==> src/rtl/pfba_ram.sv <==
module pfba_ram #(
  parameter int WIDTH = 64,
  parameter int DEPTH = 64
) (
  input  logic                                      clk,
  input  logic                                      we,
  input  logic [(DEPTH > 1 ? $clog2(DEPTH) : 1)-1:0] waddr,
  input  logic [WIDTH-1:0]                          wdata,
  input  logic [(DEPTH > 1 ? $clog2(DEPTH) : 1)-1:0] raddr,
  output logic [WIDTH-1:0]                          rdata
);

  logic [WIDTH-1:0] mem [DEPTH];

  always_ff @(posedge clk) begin
    if (we) begin
      mem[waddr] <= wdata;
    end
    rdata <= mem[raddr];
  end

endmodule

==> config.mk <==
export PLATFORM = sky130hd
export DESIGN_NAME = pfba_ram
export DESIGN_NICKNAME = d
export VERILOG_FILES = /design/src/rtl/pfba_ram.sv
export SDC_FILE = /design/constraint.sdc
export NUM_CORES = 2
export LEC_CHECK = 0
export BUFFER_PORTS_ARGS = -buffer_cell sky130_fd_sc_hd__clkbuf_2
export CAP_MARGIN = 30
export CORE_ASPECT_RATIO = 1.2
export CORE_MARGIN = 2
export CORE_UTILIZATION = 63
export DETAILED_ROUTE_END_ITERATION = 7
export GPL_ROUTABILITY_DRIVEN = 1
export PLACE_DENSITY = 0.81
export SLEW_MARGIN = 20
export SYNTH_ARGS = -nofsm -noshare
export SYNTH_HDL_FRONTEND = slang
export SYNTH_SLANG_ARGS = --single-unit
==> constraint.sdc <==
create_clock -name clk -period 9.6 [get_ports clk]
set_input_delay 1.92 -clock clk [delete_from_list [all_inputs] [get_ports clk]]
set_output_delay 1.92 -clock clk [all_outputs]
set_load 0.05 [all_outputs]
==> metrics.yaml <==
r2r_slack_ns: 7.00
cp_top_family: "buffers and inverters"
antenna_found_initial: 40
clock.fmax_mhz: 204
dp_slack_ns: 4.08
avgViaCountPerCell: 7.97
worst_pin_slew_ns: 1.27
grt_pass1_vias: 84084
cpMostUsedCell: "buf_4"
hold_buffers: 0
slew_viol_final: 0
crit_arrival_ns: 5.42
clock_latency_ns: 0.95
initial_core_util_pct: 63.3
grt_max_degree: 135
final_cell_mix: "edfxtp_1, mux4_2, clkbuf_16"
drtIter0Drc: 17949
htree_levels: 5
r2r_end: "rdata[33]$_DFF_P_"
met2_usage_pct: 59.4
syn_area_um2: 156000
io_buffers: 141
synth.avg_cell_area_um2: 23.7
clkPwrFrac_pct: 41.0
power.share.sequential_pct: 53.7
cp_slowest_cell: "buf_4"
total_power_mw: 37.6
reg2reg_from: "mem[46][33]$_DFFE_PP_"
use_met3_pct: 11.1
p_leak_nw: 55.0
globalplace.congestion: 0.827
ir_drop_uv: 187
crit_path_end_kind: "flip-flop"
drtPass1Iterations: 8
met1_usage_pct: 47.1
ios: 142
grt-ovfl-total: 0
critPathCapture: "mem[28][24]$_DFFE_PP_"
grt_use_total_pct: 38.2
post-cts-setup-buffer-count: 0
pwr-share-comb_pct: 5.4
die-area_um2: 252000
path_buf_inv: 3
grt.busiest_layer: "met2"
syn_inst: 6598
final_common_cell: "edfxtp_1"
hp-class: "flip-flop to flip-flop"
cts_sinks: 4160
finalCritPeriodShare_pct: 51.0
swShare_pct: 22.4
layout_min_cycle_time_ns: 4.89
rsz0062_at_grt: "no"
slowest_delay_ns: 0.72
synth_warnings: 0
crit_chain: "clkbuf_2 > nor2b_1 > nand2_1 > nor2_4 > buf_4 > buf_4"
p_switching_mw: 8.43
relSlewSlack_pct: 15.3
start_kind: "input port"
cts_root_buffer: "clkbuf_16"
nets: 7088
internal-power_mw: 29.2
ys_seq_area_share_pct: 79.5
drive_gt1_share_pct: 28.5
drc: 2
wire_per_inst_um: 47.4
cts_tree: "built"
ctsResizeCount: 0
critPathKind: "input port to flip-flop"
placedInstanceArea_um2: 163000
fin_setup_tns_ns: 0
fin_ws_ns: 4.71
numCtsBuffers: 371
fp.coreArea_um2: 247000
synth_seq_cells: 4160
cp.depth: 6
clk_path_buf_depth: 4
violations: "DRC"
finalClockSkew_ns: 0.0621
finalInstanceArea_um2: 176000
dp.final_hpwl_mm: 226
maxCapViolCount: 0
setup.worst_path.start: "we"
ant_nets: 0
cellPowerDensity_nw_per_um2: 214
rows: 200
synth_nets: 6676
dieHeight_um: 550
setup_viol: 0
worst-r2r-cell-count: 5
grt_pass1_wl_mm: 659
die_x_um: 459
layout-area-overhead-vs-synth_pct: 12.4
cp.required_ns: 10.13
synth.distinct_cells: 33
outcome: "finished, violations left"
final_util_pct: 71.1
path_clk_slew_ns: 0.06
worstPathMaxFanout: 27
via_count: 84190
wirelength_mm: 501
hold_viol_final: 0
## metrics by stage
stage                     std cells  hold slack (ns)
after floorplan                6598            0.788
after global placement         9781            0.814
after detailed placement       9840            0.831
after CTS                     10511            0.873
after global routing          10543            0.917
final                         10568            0.868
## worst reg2reg max path: stages (launching register included)
cell      delay, ns
edfxtp_1       0.43
mux4_2         0.54
mux2i_1        0.24
nand2_1        0.11
a31oi_1        0.91
a211oi_1       0.17
## worst min path at each step
stage               depth (start not counted)           endpoint             startpoint
floorplan                                   4  rdata[61]$_DFF_P_  mem[30][61]$_DFFE_PP_
global placement                            4  rdata[62]$_DFF_P_  mem[44][62]$_DFFE_PP_
detailed placement                          4  rdata[62]$_DFF_P_  mem[46][62]$_DFFE_PP_
CTS                                         4  rdata[42]$_DFF_P_  mem[54][42]$_DFFE_PP_
global route                                4  rdata[42]$_DFF_P_  mem[53][42]$_DFFE_PP_
finish                                      4  rdata[42]$_DFF_P_  mem[54][42]$_DFFE_PP_
## cell usage after synthesis
| cell | n | share of area [%] |
|---|---|---|
| a22oi_1 | 168 | 0.81 |
| nand2_1 | 58 | 0.14 |
| a2bb2oi_1 | 19 | 0.11 |
| nor3_1 | 2 | 0.0064 |
| nand3b_1 | 2 | 0.0096 |
| nor2b_1 | 28 | 0.11 |
| dfxtp_1 | 64 | 0.82 |
| or2_2 | 28 | 0.11 |
| and2_1 | 3 | 0.012 |
| nor2_1 | 112 | 0.27 |
| clkbuf_1 | 140 | 0.34 |
| nand4_1 | 2 | 0.0080 |
| a41oi_1 | 26 | 0.15 |
| mux4_2 | 1024 | 15 |
| or3b_2 | 1 | 0.0056 |
| o22ai_1 | 83 | 0.33 |
| inv_1 | 19 | 0.046 |
| buf_1 | 20 | 0.048 |
| o221ai_1 | 38 | 0.21 |
| nand4b_1 | 1 | 0.0056 |
| mux2i_1 | 135 | 0.86 |
| edfxtp_1 | 4096 | 79 |
| or3_1 | 29 | 0.12 |
| buf_6 | 6 | 0.043 |
| a31oi_1 | 18 | 0.072 |
| buf_2 | 170 | 0.54 |
| a22o_1 | 88 | 0.49 |
| and3_1 | 64 | 0.26 |
| buf_4 | 34 | 0.16 |
| a31o_1 | 1 | 0.0056 |
| nand3_1 | 45 | 0.14 |
| nand2b_1 | 11 | 0.044 |
| a211oi_1 | 63 | 0.30 |
## power by group through the flow
stage / Clock, mW / Sequential, mW / Combinational, mW
2_1_floorplan: 0 / 20.7 / 0.937
3_3_place_gp: 0 / 20.6 / 1.74
3_5_place_dp: 0 / 20.6 / 1.85
4_1_cts: 15.2 / 20.2 / 1.91
5_1_grt: 15.9 / 20.2 / 2.05
6_report: 15.4 / 20.2 / 2.02
## per-layer routing
metal / share of wire (%) / vias up
li1: - / 29275
met1: 28 / 41945
met2: 47 / 10240
met3: 16 / 2698
met4: 9.3 / 32
met5: 0.053 / -
## registers in the layout, indices dropped and copies added, names as in the netlist
name,cells
mem,4096
rdata,64
## cell families after synthesis
| family | Yosys count | share of synthesized area [%] |
|---|---|---|
| AND/OR/NAND/NOR | 386 | 1.24 |
| flip-flops | 4160 | 79.5 |
| buffers and inverters | 389 | 1.18 |
| multiplexers | 1159 | 15.6 |
| AO/OA/AOI/OAI | 504 | 2.48 |
## final cells by class
type	instances	area [um^2]
Sequential cell	4160	124000
Antenna cell	28	70.1
Multi-Input combinational cell	2049	30800
Fill cell	12378	71300
Clock buffer	465	9930
Tap cell	3232	4040
Timing Repair Buffer	409	4300
Inverter	19	71.3
Clock inverter	206	2210
No activity file was read; power rests on OpenSTA's default activity.
